## config.mk

```make
export PLATFORM = sky130hd
export DESIGN_NAME = target_frame_deframer
export DESIGN_NICKNAME = d
export VERILOG_FILES = /design/src/design/tfd_pkg.sv /design/src/design/tfd_parser.sv /design/src/design/tfd_out_reg.sv /design/src/design/target_frame_deframer.sv
export SDC_FILE = /design/constraint.sdc
export NUM_CORES = 1
export LEC_CHECK = 0
export BUFFER_PORTS_ARGS = -buffer_cell sky130_fd_sc_hd__clkbuf_2
export CORE_UTILIZATION = 56
export DETAILED_ROUTE_END_ITERATION = 10
export PLACE_DENSITY = 0.79
export SLEW_MARGIN = 20
export SYNTH_ARGS = -nofsm -noshare
export SYNTH_HDL_FRONTEND = slang
export SYNTH_SLANG_ARGS = --single-unit
export TNS_END_PERCENT = 50
```

## constraint.sdc

```tcl
create_clock -name clock -period 14.45 [get_ports clock]
set_input_delay 0 -clock clock [delete_from_list [all_inputs] [get_ports clock]]
set_output_delay 0 -clock clock [all_outputs]
set_load 0.01 [all_outputs]
```

## src/design/tfd_pkg.sv

```systemverilog
`default_nettype none

package tfd_pkg;

   // Frame layout
   localparam int unsigned BODY_LEN = 21;
   localparam int unsigned XOR_LEN  = 18;
   localparam int unsigned IDX_W    = 5;

   localparam logic [IDX_W-1:0] LAST_IDX = IDX_W'(BODY_LEN - 1);
   localparam logic [IDX_W-1:0] XOR_END  = IDX_W'(XOR_LEN);

   // Framing bytes
   localparam logic [7:0] HDR_FIRST   = 8'hFA;
   localparam logic [7:0] HDR_SECOND  = 8'hAA;
   localparam logic [7:0] TAIL_FIRST  = 8'hAF;
   localparam logic [7:0] TAIL_SECOND = 8'h55;

   // Hunt state, one-hot
   typedef enum logic [2:0] {
      PH_WAIT_FIRST  = 3'b001,
      PH_WAIT_SECOND = 3'b010,
      PH_BODY        = 3'b100
   } phase_type;

   // Decoded frame
   typedef struct packed {
      logic               frame_good;
      logic signed [31:0] target_x;
      logic signed [31:0] target_y;
      logic signed [31:0] mount_yaw;
      logic signed [31:0] mount_pitch;
      logic [7:0]         confidence;
      logic               target_active;
   } result_type;

endpackage

`default_nettype wire

```

## src/design/tfd_parser.sv

```systemverilog
`default_nettype none

module tfd_parser (
   input  wire logic               clock,
   input  wire logic               reset,
   input  wire logic               take,
   input  wire logic [7:0]         rx_byte,
   output logic                    done,
   output tfd_pkg::result_type     result
);
   import tfd_pkg::*;

   phase_type        phase_ff, phase_in;
   logic [IDX_W-1:0] index_ff, index_in;
   logic [7:0]       xor_ff, xor_in;
   logic [7:0]       store_ff [BODY_LEN];
   logic             in_body;

   assign in_body = (phase_ff == PH_BODY);
   assign done    = take && in_body && (index_ff == LAST_IDX);

   // Advance hunt state, body position and checksum
   always_comb begin
      phase_in = phase_ff;
      index_in = index_ff;
      xor_in   = xor_ff;
      if (take) begin
         unique case (phase_ff)
            PH_WAIT_FIRST: begin
               if (rx_byte == HDR_FIRST) phase_in = PH_WAIT_SECOND;
            end
            PH_WAIT_SECOND: begin
               if (rx_byte == HDR_SECOND) begin
                  phase_in = PH_BODY;
                  index_in = '0;
                  xor_in   = '0;
               end else if (rx_byte != HDR_FIRST) begin
                  phase_in = PH_WAIT_FIRST;
               end
            end
            PH_BODY: begin
               if (index_ff < XOR_END) xor_in = xor_ff ^ rx_byte;
               if (index_ff == LAST_IDX) begin
                  phase_in = PH_WAIT_FIRST;
                  index_in = '0;
                  xor_in   = '0;
               end else begin
                  index_in = index_ff + IDX_W'(1);
               end
            end
            default: begin
               phase_in = PH_WAIT_FIRST;
               index_in = '0;
            end
         endcase
      end
   end

   always_ff @(posedge clock) begin
      if (reset) begin
         phase_ff <= PH_WAIT_FIRST;
         index_ff <= '0;
         xor_ff   <= '0;
      end else begin
         phase_ff <= phase_in;
         index_ff <= index_in;
         xor_ff   <= xor_in;
      end
   end

   // Store body bytes at the current position
   always_ff @(posedge clock) begin
      if (take && in_body) store_ff[index_ff] <= rx_byte;
   end

   // Decode the frame; the last tail byte is the one arriving now
   always_comb begin
      result.frame_good    = (store_ff[19] == TAIL_FIRST) && (rx_byte == TAIL_SECOND) &&
                             (xor_ff == store_ff[18]);
      result.target_x      = {store_ff[3],  store_ff[2],  store_ff[1],  store_ff[0]};
      result.target_y      = {store_ff[7],  store_ff[6],  store_ff[5],  store_ff[4]};
      result.mount_yaw     = {store_ff[11], store_ff[10], store_ff[9],  store_ff[8]};
      result.mount_pitch   = {store_ff[15], store_ff[14], store_ff[13], store_ff[12]};
      result.confidence    = store_ff[16];
      result.target_active = (store_ff[17] != 8'h00);
   end

endmodule

`default_nettype wire

```

## src/design/tfd_out_reg.sv

```systemverilog
`default_nettype none

module tfd_out_reg (
   input  wire logic                clock,
   input  wire logic                reset,
   input  wire logic                load,
   input  wire tfd_pkg::result_type load_data,
   input  wire logic                out_stall,
   output logic                     out_valid,
   output logic                     free,
   output tfd_pkg::result_type      out_data
);
   import tfd_pkg::*;

   logic       valid_ff, valid_in;
   result_type data_ff;

   // Slot frees up when empty or when its transfer completes this cycle
   assign free     = !valid_ff || !out_stall;
   assign valid_in = load || (valid_ff && out_stall);

   always_ff @(posedge clock) begin
      if (reset) valid_ff <= 1'b0;
      else       valid_ff <= valid_in;
   end

   // Hold payload while stalled
   always_ff @(posedge clock) begin
      if (load) data_ff <= load_data;
   end

   assign out_valid = valid_ff;
   assign out_data  = data_ff;

endmodule

`default_nettype wire

```

## src/design/target_frame_deframer.sv

```systemverilog
// Serial frame deframer with XOR checksum.
// Input channel (req_): one received byte per transfer on req_rx_byte.
// The block hunts for header FA AA (a repeated FA keeps waiting for AA),
// collects a 21-byte body, and emits one result per completed body.
// Result channel (rsp_): frame_good plus four little-endian signed words,
// the confidence byte and the active flag. Data fields carry the body even
// when frame_good is 0 (bad checksum or tail).
// Output: the result is registered and appears in the cycle after the last body byte is taken.
// Throughput: one byte per cycle while req_stall is low; a new byte may enter
// in the same cycle a held result transfers, since parsing and decode are
// combinational between the hunt state and the single output register.
// Stall: req_stall rises only when a result is held and rsp_stall is high;
// bytes that produce no result then also wait.
// Reset: synchronous; returns to header hunt with the output empty.
`default_nettype none

module target_frame_deframer (
   input  wire logic               clock,
   input  wire logic               reset,
   input  wire logic               req_valid,
   output logic                    req_stall,
   input  wire logic [7:0]         req_rx_byte,
   output logic                    rsp_valid,
   input  wire logic               rsp_stall,
   output logic                    rsp_frame_good,
   output logic signed [31:0]      rsp_target_x,
   output logic signed [31:0]      rsp_target_y,
   output logic signed [31:0]      rsp_mount_yaw,
   output logic signed [31:0]      rsp_mount_pitch,
   output logic [7:0]              rsp_confidence,
   output logic                    rsp_target_active
);
   import tfd_pkg::*;

   logic       take;
   logic       done;
   logic       free;
   result_type result;
   result_type out_data;

   assign req_stall = !free;
   assign take      = req_valid && free;

   tfd_parser u_parser (
      .clock   (clock),
      .reset   (reset),
      .take    (take),
      .rx_byte (req_rx_byte),
      .done    (done),
      .result  (result)
   );

   tfd_out_reg u_out_reg (
      .clock     (clock),
      .reset     (reset),
      .load      (done),
      .load_data (result),
      .out_stall (rsp_stall),
      .out_valid (rsp_valid),
      .free      (free),
      .out_data  (out_data)
   );

   assign rsp_frame_good    = out_data.frame_good;
   assign rsp_target_x      = out_data.target_x;
   assign rsp_target_y      = out_data.target_y;
   assign rsp_mount_yaw     = out_data.mount_yaw;
   assign rsp_mount_pitch   = out_data.mount_pitch;
   assign rsp_confidence    = out_data.confidence;
   assign rsp_target_active = out_data.target_active;

`ifndef SYNTHESIS
   a_stall_needs_held_result: assert property (@(posedge clock) disable iff (reset)
      req_stall |-> (rsp_valid && rsp_stall))
      else $error("input stalled without a held result");

   a_result_from_transfer: assert property (@(posedge clock) disable iff (reset)
      done |-> (req_valid && !req_stall))
      else $error("frame completed without an input transfer");

   a_result_drains: assert property (@(posedge clock) disable iff (reset)
      (rsp_valid && !rsp_stall && !done) |=> !rsp_valid)
      else $error("result repeated after its transfer");

   a_result_appears: assert property (@(posedge clock) disable iff (reset)
      done |=> rsp_valid)
      else $error("completed frame lost");
`endif

endmodule

`default_nettype wire
```

Word level (Yosys, flattened, before mapping)
Memories as Yosys holds them, arrays and structs flattened. A register that Yosys moved wholly into a read port is not among the register bits.
Cells that the tools add are included.
{ "totals": {"reg_bits": 19, "ramBits": 168, "input_bits": 12, "wordCells": 56, "memories": 1} }
{ "memory_table": {"columns": ["name", "words", "width", "rd", "rd_clocked_by_memory_dff", "wr", "line", "source"], "rows": [
  ["u_parser.store_ff", 21, 8, 20, 17, 1, "tfd_parser.sv:16", "logic [7:0] store_ff [BODY_LEN];"]
]} }
{ "classes": {"addsub": 1, "magnitude_cmp": 1, "eq_ne": 15, "n_mux": 14, "bitwise": 2, "n_reduce_logical": 16} }
{ "op_table": {"columns": ["cell", "count"], "rows": [
  ["8-bit == test, second input constant", 3],
  ["8-bit two-way mux", 3],
  ["8-bit one-hot mux with 2 select lines", 1],
  ["5-bit one-hot mux with 3 select lines", 1],
  ["3-bit two-way mux", 4],
  ["5-bit two-way mux", 2],
  ["3-bit one-hot mux with 3 select lines", 1],
  ["8-bit by 7-bit == test with 1-bit output, second input constant", 1],
  ["8-bit == test", 1],
  ["8-bit != test, second input constant", 1],
  ["4-bit AND reduction", 2],
  ["8-bit nonzero test", 1],
  ["8-bit bitwise XOR", 1],
  ["1-bit logical AND", 6],
  ["5-bit by 1-bit adder with 5-bit output, second input constant", 1],
  ["5-bit == test, second input constant", 1],
  ["5-bit < comparator, second input constant", 1],
  ["2-bit by 1-bit != test with 1-bit output, second input constant", 2],
  ["3-bit by 1-bit == test with 1-bit output, second input constant", 1],
  ["3-bit by 2-bit == test with 1-bit output, second input constant", 1],
  ["3-bit == test, second input constant", 1],
  ["1-bit zero test", 3],
  ["3-bit by 1-bit != test with 1-bit output, second input constant", 1],
  ["3-bit != test, second input constant", 1],
  ["other kinds (6)", 8]
]} }

Longest topological paths before layout
{ "depth": {"ltp_word": 6, "depth_mapped": 6} }

Cells and area by module
A second synthesis with hierarchy kept.
{ "hier_totals": {"hier_cells": 476, "hier_area_um2": 10307.4} }
{ "modules_own_cells": {"columns": ["module", "instances", "cells_each", "area_each_um2", "seq_area_each_um2"], "rows": [
  ["tfd_parser", 1, 332, 6120.9, 5124.9],
  ["tfd_out_reg", 1, 142, 4176.5, 4164.0],
  ["target_frame_deframer", 1, 2, 10.0, 0.0]
]} }

Worst setup path after synthesis
Ideal clock, no wire load.
{ "synth_path": {"kind": "reg-to-reg", "startpoint": "register u_parser.phase_ff[2]", "endpoint": "register rsp_confidence[0] (netlist name)", "setup_time_ns": 0.807, "arrival_ns": 10.305, "t_required_ns": 13.643, "path_slack_ns": 3.338, "path_stages_with_launch": 5, "synth_period_minus_slack_ns": 11.112, "cell_sequence": "dfxtp_1 buf_6 or3b_1 buf_6 nor3_1"} }
{ "synth_between": {"elab_chain_cells": 3} }
{ "synth_rtl": {"columns": ["item", "line", "source"], "rows": [
  ["from (decl)", "tfd_parser.sv:13", "phase_type phase_ff, phase_in;"],
  ["from (signal assigned)", "tfd_parser.sv:65", "phase_ff <= phase_in;"],
  ["3-bit == test", "tfd_parser.sv:19", "assign in_body = (phase_ff == PH_BODY);"],
  ["1-bit logical AND (2 in a row)", "tfd_parser.sv:20", "assign done = take && in_body && (index_ff == LAST_IDX);"],
  ["via done", "target_frame_deframer.sv:36", "logic done;"]
]} }
The timed path passes the listed nets, and every way through them passes these cells.
A chain may end at the register's enable or synchronous reset.

Final worst setup path
{ "layout_path": {"startpoint": "register u_parser.phase_ff[2]", "endpoint": "register rsp_mount_pitch[0] (netlist name)"} }
{ "layout_between": {"elab_chain_cells": 3} }
{ "layout_rtl": {"columns": ["item", "line"], "rows": [
  ["3-bit == test", "tfd_parser.sv:19"],
  ["1-bit logical AND (2 in a row)", "tfd_parser.sv:20"],
  ["via done", "target_frame_deframer.sv:36"]
]} }
The timed path passes the listed nets, and every way through them passes these cells.

==> run_results.csv <==
group,metric,value,unit
sta,timing.fmax,0.3319,GHz
pwr,leakagePower,4.198,nW
clock_network,clkTransAtPathRegs,70,ps
sta,setup_violations,0,
critical_path,crit_arrival,3170,ps
final_layout,final_cell_mix,"edfxtp_1 (298), clkbuf_2 (151), clkbuf_16 (28)",
clock_network,clock_path_buffers,3,
floorplan,die_x,137.6,microns
critical_path,critPathRequiredTime,14610,ps
worst_hold_path,min_path_cells,2,
global_route,grt_usage,20.20,%
sta,period_minus_slack,3013,ps
placement,port_buffers,151,
detailed_routing,drtIter0Drc,363,
final_layout,nets,666,
sta,setup_tns,0,ps
clock_network,cts_sinks,315,
floorplan,core,17960,sq um
sta,timing.final.crit_share,20.85,%
final_layout,mostFrequentLayoutCell,"edfxtp_1",
critical_path,r2r_end,"rsp_mount_pitch[0]",
pwr,power.density,142.0,nW/um^2
logic_synthesis,seq_area_frac_synth,90.25,%
sta,rsz0062_at_grt,"no",
critical_path,critPathLaunchType,"flip-flop",
critical_path,regToRegStartpoint,"u_parser.phase_ff[2]",
clock_network,h-tree-depth,1,
critical_path,r2r_setup_slack,11440,ps
flow_run,maxCapViolations,0,
global_route,grt_max_degree,82,
critical_path,crit_path_max_fanout,81,
final_layout,area_delta_synth_final,19.47,%
worst_hold_path,min-delay-path-class,"in2reg",
global_route,grt-ovfl-total,0,
final_layout,stdcell_area,12300,sq um
clock_network,ctsResizeCount,0,
final_layout,multiInputGateArea,948.4,sq um
final_layout,antenna_cells,0,
logic_synthesis,async_flop_share,0,%
pwr,ir_drop,0.1429,mV
detailed_routing,ant_nets,0,
pwr,finalPower,1.747,mW
critical_path,end_kind,"flip-flop",
global_route,antenna_found_initial,0,
logic_synthesis,synth_edf_count,298,
final_layout,fillers,1061,
critical_path,cp-startpoint,"u_parser.phase_ff[2]",
sta,slew_violations,0,
outcome,status,"complete, no violations",
detailed_routing,wl_per_cell,21.39,microns
floorplan,pin_count,152,
floorplan,dieHeight,137.6,microns
logic_synthesis,synthCells,467,
detailed_routing,drcViolationCount,0,
detailed_routing,num_vias,5020,
placement,dp_hpwl,11.24,mm
floorplan,start_util,57.30,%
clock_network,numCtsBuffers,28,
floorplan,die-area,18930,sq um
critical_path,endpoint,"rsp_mount_pitch[0]",
clock_network,clk_latency,540,ps
clock_network,cts_tree,"yes",
placement,pre_cts_slack,11500,ps
critical_path,crit_type,"reg2reg",
logic_synthesis,syn_nets,483,
global_route,first_global_vias,4819,
floorplan,num_rows,49,
logic_synthesis,synth_top_flop_cell,"edfxtp_1",
placement,dpl-instance-area,11340,sq um
logic_synthesis,ys_ff_latch,315,
global_route,grt_pass1_wl,27.39,mm
logic_synthesis,yosysWarnings,0,
clock_network,cts_root_buffer,"clkbuf_16",
logic_synthesis,netlist_area,10290,sq um
final_layout,regArea,9289,sq um
detailed_routing,vias_per_cell,5.578,
final_layout,drive_above_1_share,31.15,%
sta,worstMarginPinSlew,993.0,ps
sta,timing.final.hold_violations,0,
placement,globalplace.congestion,0.8539,
critical_path,r2r_cells,4,
sta,max_slew_margin,33.80,%
detailed_routing,wl,19.25,mm
clock_network,post_cts_buffers,0,
detailed_routing,dr.pass1.iters,5,
sta,skew,10.73,ps
logic_synthesis,syn_area_per_cell,22.04,sq um
logic_synthesis,ys_types,45,
sta,fin_ws,11440,ps
-- how the worst min path moves through the flow --
stage | startpoint | end | slack [ps]
after global placement | rsp_stall | req_stall | 330
final | req_rx_byte[6] | u_parser.store_ff[8][6] | 20
after CTS | req_rx_byte[6] | u_parser.store_ff[9][6] | 1
after detailed placement | rsp_stall | req_stall | 340
after global routing | req_rx_byte[6] | u_parser.store_ff[9][6] | 4
after floorplan | req_rx_byte[0] | u_parser.store_ff[0][0] | 100
-- per-layer routing --
layer	GRT usage (%)	share of wire (%)
met1	25.63	40
met2	34.92	52
met3	3.606	6.7
met4	7.265	1.8
met5	0	0
-- worst max-delay path: stages (launching register included) --
cell and delay, ps:
dfxtp_1 500, or3b_1 570, nor3_2 250, buf_4 410, buf_4 830
-- stage by stage --
stage | util (%) | hold slack [ps] | cells
global route | 68.45 | 4.271 | 900
finish | 68.45 | 16.43 | 900
CTS | 68.45 | 1.397 | 900
detailed placement | 63.11 | 340.8 | 845
floorplan | - | 98.87 | 467
global placement | 63.11 | 331.3 | 845
-- synthesized netlist by cell type, drive strengths merged, types with 2 or more instances --
master | count | share of area [%]
or3 | 4 | 0.24
a41oi | 2 | 0.17
nor2 | 28 | 1.1
nand4 | 4 | 0.24
a311oi | 2 | 0.17
buf | 2 | 0.22
a21oi | 5 | 0.24
nand3 | 4 | 0.19
nand2 | 10 | 0.36
edfxtp | 298 | 87
xnor2 | 9 | 0.77
nor4bb | 3 | 0.44
o21ai | 4 | 0.19
nand2b | 8 | 0.49
inv | 5 | 0.18
nor4 | 3 | 0.18
ha | 4 | 0.49
clkbuf | 5 | 0.18
dfxtp | 17 | 3.3
or3b | 2 | 0.17
a31oi | 19 | 1.2
and2 | 2 | 0.12
nor3 | 5 | 0.46
nor2b | 5 | 0.30
-- repair_timing --
item,in CTS,in global routing
hold endpoints to repair,29,0
endpoints found under the setup margin,0,0
hold buffers,4,0
-- kinds of logic after synthesis --
group,share of synthesized area (%)
AND/OR/NAND/NOR,5.057
XOR/XNOR,0.7659
buffers and inverters,0.5835
adder cells (fa/ha/maj),0.4863
flip-flops,90.25
AO/OA/AOI/OAI,2.857
-- state kept, by name, summed over array words and instances, names as in the netlist --
signal	count
rsp_confidence	8
u_parser.xor_ff	8
rsp_target_x	32
u_parser.store_ff	160
u_out_reg.out_data	2
u_out_reg.out_valid	1
u_parser.phase_ff	3
rsp_mount_pitch	32
rsp_mount_yaw	32
rsp_target_y	32
u_parser.index_ff	5
-- where the power goes --
part | leakage [nW] | internal (mW) | switching (mW)
clock | 0.448 | 0.428 | 0.309
sequential | 2.81 | 0.991 | 0.0000198
combinational | 0.935 | 0.00400 | 0.0144
total | 4.20 | 1.42 | 0.324
-- layout make-up --
class,instances,share of cell area (%)
Sequential cell,315,75.54
Multi-Input combinational cell,140,7.713
Timing Repair Buffer,160,6.777
Clock buffer,33,5.851
Tap cell,229,2.330
Clock inverter,18,1.638
Inverter,5,0.1526
Power figures use the tool's default switching activity.
